===== src/design/sdta_pkg.sv =====
// shared types and character codes for the signed decimal to ascii core
package sdta_pkg;

   typedef logic [7:0] char_type;

   localparam char_type ASCII_ZERO  = 8'h30;
   localparam char_type ASCII_MINUS = 8'h2D;
   localparam int       DEC_MAX     = 9;

endpackage


===== src/design/signed_decimal_to_ascii_core.sv =====
// signed integer to decimal ascii character stream, one character per item
//
// req channel: one signed integer per item in req_tdata (low VALUE_WIDTH bits).
// rsp channel: the decimal characters, most significant first, a leading '-'
// for negative values, no leading zeros; rsp_tlast marks the final character.
// a conversion is a shift-and-add-3 pass through one shared bcd adjust unit,
// one input bit per cycle in the S_CONV state, then S_FIND locates the
// leading digit, then one character per cycle (sign first) while the receiver
// takes them. req_tready is low while an item is in the block and returns high
// as the final character enters the output register, so the next input item
// is taken while that character still waits.
// a stalled receiver holds the output register and pauses the sequencer.
// reset (synchronous, active high) returns to idle with no character pending.
module signed_decimal_to_ascii_core #(
   parameter int VALUE_WIDTH = 32
) (
   input  logic                                 clock,
   input  logic                                 reset,
   input  logic                                 req_tvalid,
   output logic                                 req_tready,
   input  logic [((VALUE_WIDTH + 7) / 8) * 8-1:0] req_tdata,  // value
   output logic                                 rsp_tvalid,
   input  logic                                 rsp_tready,
   output logic [7:0]                           rsp_tdata,  // char_code
   output logic                                 rsp_tlast
);

   localparam int NUM_DIGITS = (VALUE_WIDTH * 1233) / 4096 + 1;
   localparam int BCD_W      = NUM_DIGITS * 4;
   localparam int DIG_IDX_W  = (NUM_DIGITS > 1) ? $clog2(NUM_DIGITS) : 1;
   localparam int BIT_CNT_W  = $clog2(VALUE_WIDTH);

   localparam logic [2:0] S_IDLE = 3'd0;
   localparam logic [2:0] S_CONV = 3'd1;
   localparam logic [2:0] S_FIND = 3'd2;
   localparam logic [2:0] S_SIGN = 3'd3;
   localparam logic [2:0] S_EMIT = 3'd4;

   logic [2:0]                       state_ff, state_in;
   logic [VALUE_WIDTH-1:0]           mag_ff, mag_in;
   logic [NUM_DIGITS-1:0][3:0]       bcd_ff, bcd_in;
   logic                             neg_ff, neg_in;
   logic [BIT_CNT_W-1:0]             bit_cnt_ff, bit_cnt_in;
   logic [DIG_IDX_W-1:0]             dig_cnt_ff, dig_cnt_in;
   logic                             rsp_valid_ff, rsp_valid_in;
   sdta_pkg::char_type               rsp_char_ff, rsp_char_in;
   logic                             rsp_last_ff, rsp_last_in;

   logic [VALUE_WIDTH-1:0]           raw;
   logic [NUM_DIGITS-1:0][3:0]       adj;
   logic [BCD_W-1:0]                 shift_full;
   logic [DIG_IDX_W-1:0]             lead_idx;
   logic                             out_free;
   logic                             accept;

   assign raw        = req_tdata[VALUE_WIDTH-1:0];
   assign accept     = req_tvalid && req_tready;
   assign out_free   = !rsp_valid_ff || rsp_tready;
   assign req_tready = (state_ff == S_IDLE);
   assign rsp_tvalid = rsp_valid_ff;
   assign rsp_tdata  = rsp_char_ff;
   assign rsp_tlast  = rsp_last_ff;

   // bcd adjust unit, shared over all bit steps
   always_comb begin
      for (int i = 0; i < NUM_DIGITS; i++) begin
         adj[i] = (bcd_ff[i] >= 4'd5) ? bcd_ff[i] + 4'd3 : bcd_ff[i];
      end
   end

   assign shift_full = BCD_W'({adj, mag_ff[VALUE_WIDTH-1]});

   always_comb begin
      lead_idx = '0;
      for (int i = 0; i < NUM_DIGITS; i++) begin
         if (bcd_ff[i] != 4'd0) begin
            lead_idx = DIG_IDX_W'(i);
         end
      end
   end

   always_comb begin
      state_in     = state_ff;
      mag_in       = mag_ff;
      bcd_in       = bcd_ff;
      neg_in       = neg_ff;
      bit_cnt_in   = bit_cnt_ff;
      dig_cnt_in   = dig_cnt_ff;
      rsp_valid_in = rsp_valid_ff;
      rsp_char_in  = rsp_char_ff;
      rsp_last_in  = rsp_last_ff;
      if (rsp_tready) begin
         rsp_valid_in = 1'b0;
      end
      unique case (state_ff)
         S_IDLE: begin
            if (accept) begin
               neg_in     = raw[VALUE_WIDTH-1];
               mag_in     = raw[VALUE_WIDTH-1] ? (~raw + 1'b1) : raw;
               bcd_in     = '0;
               bit_cnt_in = BIT_CNT_W'(VALUE_WIDTH - 1);
               state_in   = S_CONV;
            end
         end
         S_CONV: begin
            bcd_in     = shift_full;
            mag_in     = {mag_ff[VALUE_WIDTH-2:0], 1'b0};
            bit_cnt_in = bit_cnt_ff - 1'b1;
            if (bit_cnt_ff == '0) begin
               state_in = S_FIND;
            end
         end
         S_FIND: begin
            dig_cnt_in = lead_idx;
            state_in   = neg_ff ? S_SIGN : S_EMIT;
         end
         S_SIGN: begin
            if (out_free) begin
               rsp_valid_in = 1'b1;
               rsp_char_in  = sdta_pkg::ASCII_MINUS;
               rsp_last_in  = 1'b0;
               state_in     = S_EMIT;
            end
         end
         S_EMIT: begin
            if (out_free) begin
               rsp_valid_in = 1'b1;
               rsp_char_in  = sdta_pkg::ASCII_ZERO | {4'd0, bcd_ff[dig_cnt_ff]};
               rsp_last_in  = (dig_cnt_ff == '0);
               dig_cnt_in   = dig_cnt_ff - 1'b1;
               if (dig_cnt_ff == '0) begin
                  state_in = S_IDLE;
               end
            end
         end
         default: begin
            state_in = S_IDLE;
         end
      endcase
   end

   always_ff @(posedge clock) begin
      if (reset) begin
         state_ff     <= S_IDLE;
         rsp_valid_ff <= 1'b0;
      end else begin
         state_ff     <= state_in;
         rsp_valid_ff <= rsp_valid_in;
      end
   end

   always_ff @(posedge clock) begin
      mag_ff      <= mag_in;
      bcd_ff      <= bcd_in;
      neg_ff      <= neg_in;
      bit_cnt_ff  <= bit_cnt_in;
      dig_cnt_ff  <= dig_cnt_in;
      rsp_char_ff <= rsp_char_in;
      rsp_last_ff <= rsp_last_in;
   end

endmodule


===== config.mk =====
export PLATFORM = sky130hd
export DESIGN_NAME = signed_decimal_to_ascii_core
export DESIGN_NICKNAME = d
export VERILOG_FILES = /design/src/design/sdta_pkg.sv /design/src/design/signed_decimal_to_ascii_core.sv
export SDC_FILE = /design/constraint.sdc
export NUM_CORES = 1
export LEC_CHECK = 0
export ABC_AREA = 0
export BUFFER_PORTS_ARGS = -buffer_cell sky130_fd_sc_hd__buf_2
export CORE_MARGIN = 4
export CORE_UTILIZATION = 50
export DETAILED_ROUTE_END_ITERATION = 16
export PLACE_DENSITY = 0.67
export RECOVER_POWER = 50
export SLEW_MARGIN = 5
export SYNTH_ARGS = -nofsm -noshare
export SYNTH_HDL_FRONTEND = slang
export SYNTH_SLANG_ARGS = --single-unit
export TNS_END_PERCENT = 5

===== constraint.sdc =====
create_clock -name clock -period 3.18 [get_ports clock]
set_input_delay 0.636 -clock clock [delete_from_list [all_inputs] [get_ports clock]]
set_output_delay 0.636 -clock clock [all_outputs]
set_load 0.005 [all_outputs]

==> impl_metrics.yaml, run 1 <==
outcome:
  run_status: "completed"
grt:
  grt_util_all_layers: 0.181
  grt_antenna_before_repair: 0
  vias_in_the_first_global_route: 4047
  grt_start_max_net_pins: 57
  globalRoute.totalOverflow: 0
  grt_pass1_wl_mm: 19.0
cts:
  htreeDepth: 3
  post-cts-setup-buffer-count: 0
  total_of_hold_buffers_inserted_after_clock_tree_synthesis: 0
  clock_tree_from_tritoncts: "done"
  clock_latency_on_the_worst_skew_pair_ps: 350
  register_clock_pin_slew_on_the_reported_worst_setup_and_hold_paths_ps: 70
  max_buffers_root_to_sink: 2
  root_buffer: "sky130_fd_sc_hd__clkbuf_16"
  numCtsBuffers: 9
  postCtsResizedCells: 0
  clock_sinks: 92
critical_path:
  reg2reg_to: "state_ff[0]"
  arrival_time_at_the_worst_endpoint_ps: 2490
  worstPathMaxFanout: 6
  critical_path.endpoint_type: "register"
  worst-r2r-setup-slack_ps: 920
  required_time_of_the_worst_setup_path_ps: 3230
  regToRegStartpoint: "state_ff[0]"
  rr_worst_depth: 6
  startpoint_type: "primary input"
  criticalPathCategory: "in2reg"
drt:
  firstDrtPassIters: 4
  starting_drt_drc_count: 201
  via_per_inst: 5.61
  routed_wire_length_per_instance_um: 15.0
  ant_nets: 0
  finalWirelength_mm: 11.2
  num_vias: 4180
  route.detailed.drc: 0
floorplan:
  initial_utilization: 0.517
  die_area_um2: 13100
  coreArea_um2: 10900
  num_rows: 38
  dieWidth_um: 114
  die_y_um: 114
  io_pins: 47
job:
  timing.max_cap.violations: 0
sta:
  final_max_slew_viol_count: 0
  timing.setup.tns_ps: 0
  final.setup_skew_ps: 8.82
  finalWorstSetupSlack_ps: 739
  rsz_0062_raised_after_global_routing: "false"
  timing.max_slew.rel_slack: 0.183
  worst_slew_pin_slew_ps: 1230
  layout_min_cycle_time_ps: 2440
  portion_of_the_clock_cycle_consumed_by_the_worst_path_in_the_final_layout: 0.768
  hold_ws_ps: 493
  upper_clock_frequency_limit_ghz: 0.410
  report.final.hold_viol_count: 0
  final-setup-viol-count: 0
logic_synthesis:
  synth_top_family_by_area: "simple AND/OR/NAND/NOR gates"
  post_synthesis_xor_xnor_area_fraction: 0.0805
  postSynth.topFlopCell: "sky130_fd_sc_hd__edfxtp_1"
  synth_mux_area_frac: 0.0478
  async_reset_ff_frac: 0
  post_synth_and_or_nand_nor_area_fraction: 0.166
  syn_area_um2: 5650
  synth_compound_area_frac: 0.128
  ys_seq_elements: 92
  yosys_warnings: 0
  avgSynthCellArea_um2: 9.95
  post_synth_fa_ha_maj_area_fraction: 0.0531
  yosysSeqAreaShare: 0.482
  synth-edff-count: 88
  synth.distinct_cells: 46
  synthCells: 568
pwr:
  p_leak_nw: 2.31
  powerDensity_nw_per_um2: 1010
  max_rail_drop_vdd_uv: 561
placed_design:
  post-dp-hpwl_mm: 7.90
  pre_cts_worst_setup_slack_ps: 388
  gp_routability_congestion: 0.856
  numPortBuffers: 43
layout:
  area_growth_syn_to_layout_pct: 11.1
  post_route_cells_drive_above_1_share: 0.117
  num_antenna_cells: 0
  final_net_count: 660
  nFillCells: 956
min_path:
  holdCritStartpoint: "reset"
  hold_path_class: "in2reg"
  hold_path_end: "rsp_tvalid"
  hold_path_depth: 2
[power by group]
part	switching, mW	internal [mW]
Clock	0.447	0.730
Sequential	0.527	2.19
Combinational	1.45	0.992
Total	2.42	3.91
[metal layers]
layer / routed length (um) / up-vias / GRT usage
met5: 0 / - / 0
met4: 289 / 0 / 0.0847
met3: 451 / 22 / 0.0291
met2: 5080 / 100 / 0.281
met1: 5340 / 1969 / 0.249
li1: - / 2089 / -
[critical path, stage by stage]
cell	delay, ps
sky130_fd_sc_hd__buf_2	120
sky130_fd_sc_hd__inv_1	70
sky130_fd_sc_hd__ha_1	170
sky130_fd_sc_hd__or3b_1	460
sky130_fd_sc_hd__or4_4	530
sky130_fd_sc_hd__o41ai_2	240
sky130_fd_sc_hd__xor2_1	180
sky130_fd_sc_hd__a21oi_1	80
[final cells by class]
type	count	area, um^2	share of cell area
flip-flops and latches	92	2720	0.434
well taps	140	175	0.0279
inverters	31	116	0.0185
multi-input cells	419	2700	0.430
clock buffers	12	256	0.0408
repair buffers	47	235	0.0375
clock inverters	4	71.3	0.0114
[cell families (layout without fill, tap and decap cells)]
kind of cell / after synthesis / count (layout)
compound gates: 123 / 123
xor+xnor: 52 / 52
fa+ha+maj: 24 / 24
buf+inv: 58 / 94
flops: 92 / 92
mux: 17 / 17
other cells: 2 / 3
simple gates: 200 / 200
[layout by cell type (no fill, tap or decap), types with 7 or more instances in the layout]
master and count:
sky130_fd_sc_hd__nor3_1 17, sky130_fd_sc_hd__o31ai_1 7, sky130_fd_sc_hd__o41ai_1 11, sky130_fd_sc_hd__buf_2 37, sky130_fd_sc_hd__mux2i_1 9, sky130_fd_sc_hd__nor3b_1 8
sky130_fd_sc_hd__xnor2_1 15, sky130_fd_sc_hd__mux4_2 8, sky130_fd_sc_hd__nand2_1 59, sky130_fd_sc_hd__a21oi_1 47, sky130_fd_sc_hd__o21ai_0 42, sky130_fd_sc_hd__xor2_1 37
sky130_fd_sc_hd__nor2_1 66, sky130_fd_sc_hd__inv_1 31, sky130_fd_sc_hd__clkbuf_16 9, sky130_fd_sc_hd__clkbuf_1 7, sky130_fd_sc_hd__nand2b_1 14, sky130_fd_sc_hd__edfxtp_1 88
sky130_fd_sc_hd__ha_1 24
[through the flow]
stage                      util  total power, mW  std cells  instance area [um^2]
after floorplan               -             4.50        569                  5660
after global placement    0.546             5.07        729                  5970
after detailed placement  0.546             5.18        729                  5970
after CTS                 0.576             6.39        745                  6290
after global routing      0.574             6.83        745                  6280
final                     0.574             6.33        745                  6280
[cells in the mapped netlist, drive strengths merged (12+ instances only)]
cell type,count,area share
edfxtp,88,0.47
nor2,66,0.044
nand2,60,0.040
a21oi,47,0.042
o21ai,44,0.039
xor2,37,0.057
inv,31,0.021
ha,24,0.053
clkbuf,21,0.014
nor3,17,0.015
xnor2,15,0.023
nand2b,14,0.015
o41ai,12,0.020
[how the worst max path moves through the flow]
stage / to / depth (start not counted) / start
finish: mag_ff[16] / 8 / req_tdata[0]
global route: mag_ff[29] / 6 / req_tdata[11]
CTS: mag_ff[16] / 8 / req_tdata[0]
detailed placement: mag_ff[16] / 8 / req_tdata[0]
global placement: mag_ff[16] / 8 / req_tdata[0]
floorplan: bcd_ff[0] / 3 / state_ff[0]
[sequential cells by signal (all words and copies together), names as in the netlist, 3 cells and up]
signal      flops
bcd_ff         40
mag_ff         32
bit_cnt_ff      5
rsp_tdata       5
dig_cnt_ff      4
state_ff        3
Note: power is estimated with default switching activity, not from simulation.
==> inputs of run 2 (changes only) <==
clock period = 2.56 ns   (was 3.18 ns; I/O delays follow)
==> run 2 against run 1 <==
  * Critical path depth unchanged
  * Global-route usage grew 0.48 points
  * Total power increased by 25%
  * Utilization increased by 0.85 points
  * Count of clock-buffer cells in the layout is 2 lower
  * Largest cell class unchanged
  * Largest power group unchanged
==> impl_metrics.yaml, run 2 (same netlist as run 1, synthesis figures left out) <==
layout:
  layout_commonest_cell: "sky130_fd_sc_hd__edfxtp_1"
  post_route_cells_drive_above_1_share: 0.135
  nFillCells: 966
  area_growth_syn_to_layout_pct: 12.7
  final_net_count: 672
  largest-register: "bcd_ff"
  regArea_um2: 2720
  most-common-layout-cells: "sky130_fd_sc_hd__edfxtp_1, sky130_fd_sc_hd__nor2_1, sky130_fd_sc_hd__nand2_1, sky130_fd_sc_hd__a21oi_1, sky130_fd_sc_hd__o21ai_0"
  num_antenna_cells: 0
  reg_top3: "bcd_ff (40), mag_ff (32)"
  multi_input_comb_area_um2: 2700
  largest_reg_flops: 40
  final_cell_count_no_fill: 757
grt:
  grt_pass1_wl_mm: 19.4
  grt_util_all_layers: 0.186
  grt_antenna_before_repair: 0
  vias_in_the_first_global_route: 4130
  globalRoute.totalOverflow: 0
  grt_start_max_net_pins: 54
placed_design:
  post-dp-hpwl_mm: 8.44
  numPortBuffers: 43
  placed_cells: 741
  gp_routability_congestion: 0.865
min_path:
  holdCritStartpoint: "reset"
  hold_path_class: "in2reg"
  hold_path_depth: 2
cts:
  clock_latency_on_the_worst_skew_pair_ps: 350
  register_clock_pin_slew_on_the_reported_worst_setup_and_hold_paths_ps: 60
  numCtsBuffers: 9
  post-cts-setup-buffer-count: 0
  clock_sinks: 92
  clock_tree_from_tritoncts: "done"
  root_buffer: "sky130_fd_sc_hd__clkbuf_16"
  total_of_hold_buffers_inserted_after_clock_tree_synthesis: 0
  htreeDepth: 3
  max_buffers_root_to_sink: 2
  postCtsResizedCells: 0
drt:
  routed_wire_length_per_instance_um: 15.1
  finalWirelength_mm: 11.4
  num_vias: 4220
  starting_drt_drc_count: 223
  firstDrtPassIters: 5
  ant_nets: 0
  route.detailed.drc: 0
  via_per_inst: 5.57
critical_path:
  timing.critical_path.cells: "buf_2 -> inv_1 -> ha_1 -> or3b_1 -> or4_4 -> o41ai_2 -> xor2_1 -> a21oi_1"
  worst-r2r-setup-slack_ps: 390
  rr_worst_depth: 4
  worstPathMaxFanout: 4
  worstSetupStartpoint: "req_tdata[0]"
  startpoint_type: "primary input"
  criticalPathCategory: "in2reg"
  crit_path_top_delay_cell: "sky130_fd_sc_hd__or4_4"
  regToRegStartpoint: "state_ff[2]"
  cpPeakStageDelay_ps: 510
  arrival_time_at_the_worst_endpoint_ps: 2330
  required_time_of_the_worst_setup_path_ps: 2650
  critical_path.endpoint_type: "register"
sta:
  timing.max_slew.rel_slack: 0.157
  worst_slew_pin_slew_ps: 1270
  portion_of_the_clock_cycle_consumed_by_the_worst_path_in_the_final_layout: 0.873
  upper_clock_frequency_limit_ghz: 0.448
  layout_min_cycle_time_ps: 2230
  final_max_slew_viol_count: 0
  rsz_0062_raised_after_global_routing: "false"
  final.setup_skew_ps: 8.22
  report.final.hold_viol_count: 0
  final-setup-viol-count: 0
  hold_ws_ps: 376
floorplan:
  die_y_um: 114
  die_area_um2: 13100
  initial_utilization: 0.517
  num_rows: 38
  coreArea_um2: 10900
  dieWidth_um: 114
  io_pins: 47
outcome:
  run_status: "completed"
pwr:
  max_rail_drop_vdd_uv: 564
  powerDensity_nw_per_um2: 1240
  p_leak_nw: 2.37
job:
  timing.max_cap.violations: 0
-- run 2: cell type report --
cell class / count / share of cell area
flip-flops and latches: 92 / 0.427
inverters: 31 / 0.0183
clock inverters: 6 / 0.0124
repair buffers: 59 / 0.0546
clock buffers: 10 / 0.0359
well taps: 140 / 0.0275
multi-input cells: 419 / 0.424
-- run 2: report_power, final --
group / total, mW / internal [mW] / switching, mW / leakage [nW]
clock network: 1.40 / 0.847 / 0.556 / 0.154
registers: 3.33 / 2.72 / 0.611 / 0.877
logic: 3.15 / 1.30 / 1.85 / 1.34
total: 7.89 / 4.87 / 3.02 / 2.37
-- run 2: worst paths after layout --
check | end
hold / removal | state_ff[2]
hold reg to reg | bcd_ff[0]
setup reg to reg | bcd_ff[8]
setup / recovery | mag_ff[16]
-- run 2: routing by layer --
metal,part of all wire,GRT usage,vias to the layer above
met5,0,0,-
met4,0.020,0.0736,0
met3,0.044,0.0328,16
met2,0.47,0.300,92
met1,0.47,0.249,2000
li1,-,-,2112
-- run 2: worst max-delay path, delay by kind of cell --
family	cells	cell delay, ps
AND/OR/NAND/NOR	2	890
AO/OA/AOI/OAI	2	340
buffers and inverters	2	200
adder cells (fa/ha/maj)	1	180
XOR/XNOR	1	200
-- run 2: metrics by stage --
| step | power [mW] | setup TNS (ps) | utilization | setup WS (ps) | area [um^2] |
|---|---|---|---|---|---|
| 6_report | 7.89 | 0 | 0.583 | 326 | 6370 |
| 2_1_floorplan | 5.59 | 0 | - | 142 | 5660 |
| 3_3_place_gp | 6.38 | 0 | 0.556 | 73.8 | 6080 |
| 4_1_cts | 7.98 | 0 | 0.584 | 339 | 6390 |
| 5_1_grt | 8.56 | 0 | 0.583 | 125 | 6370 |
| 3_5_place_dp | 6.56 | -24.4 | 0.556 | -24.4 | 6080 |
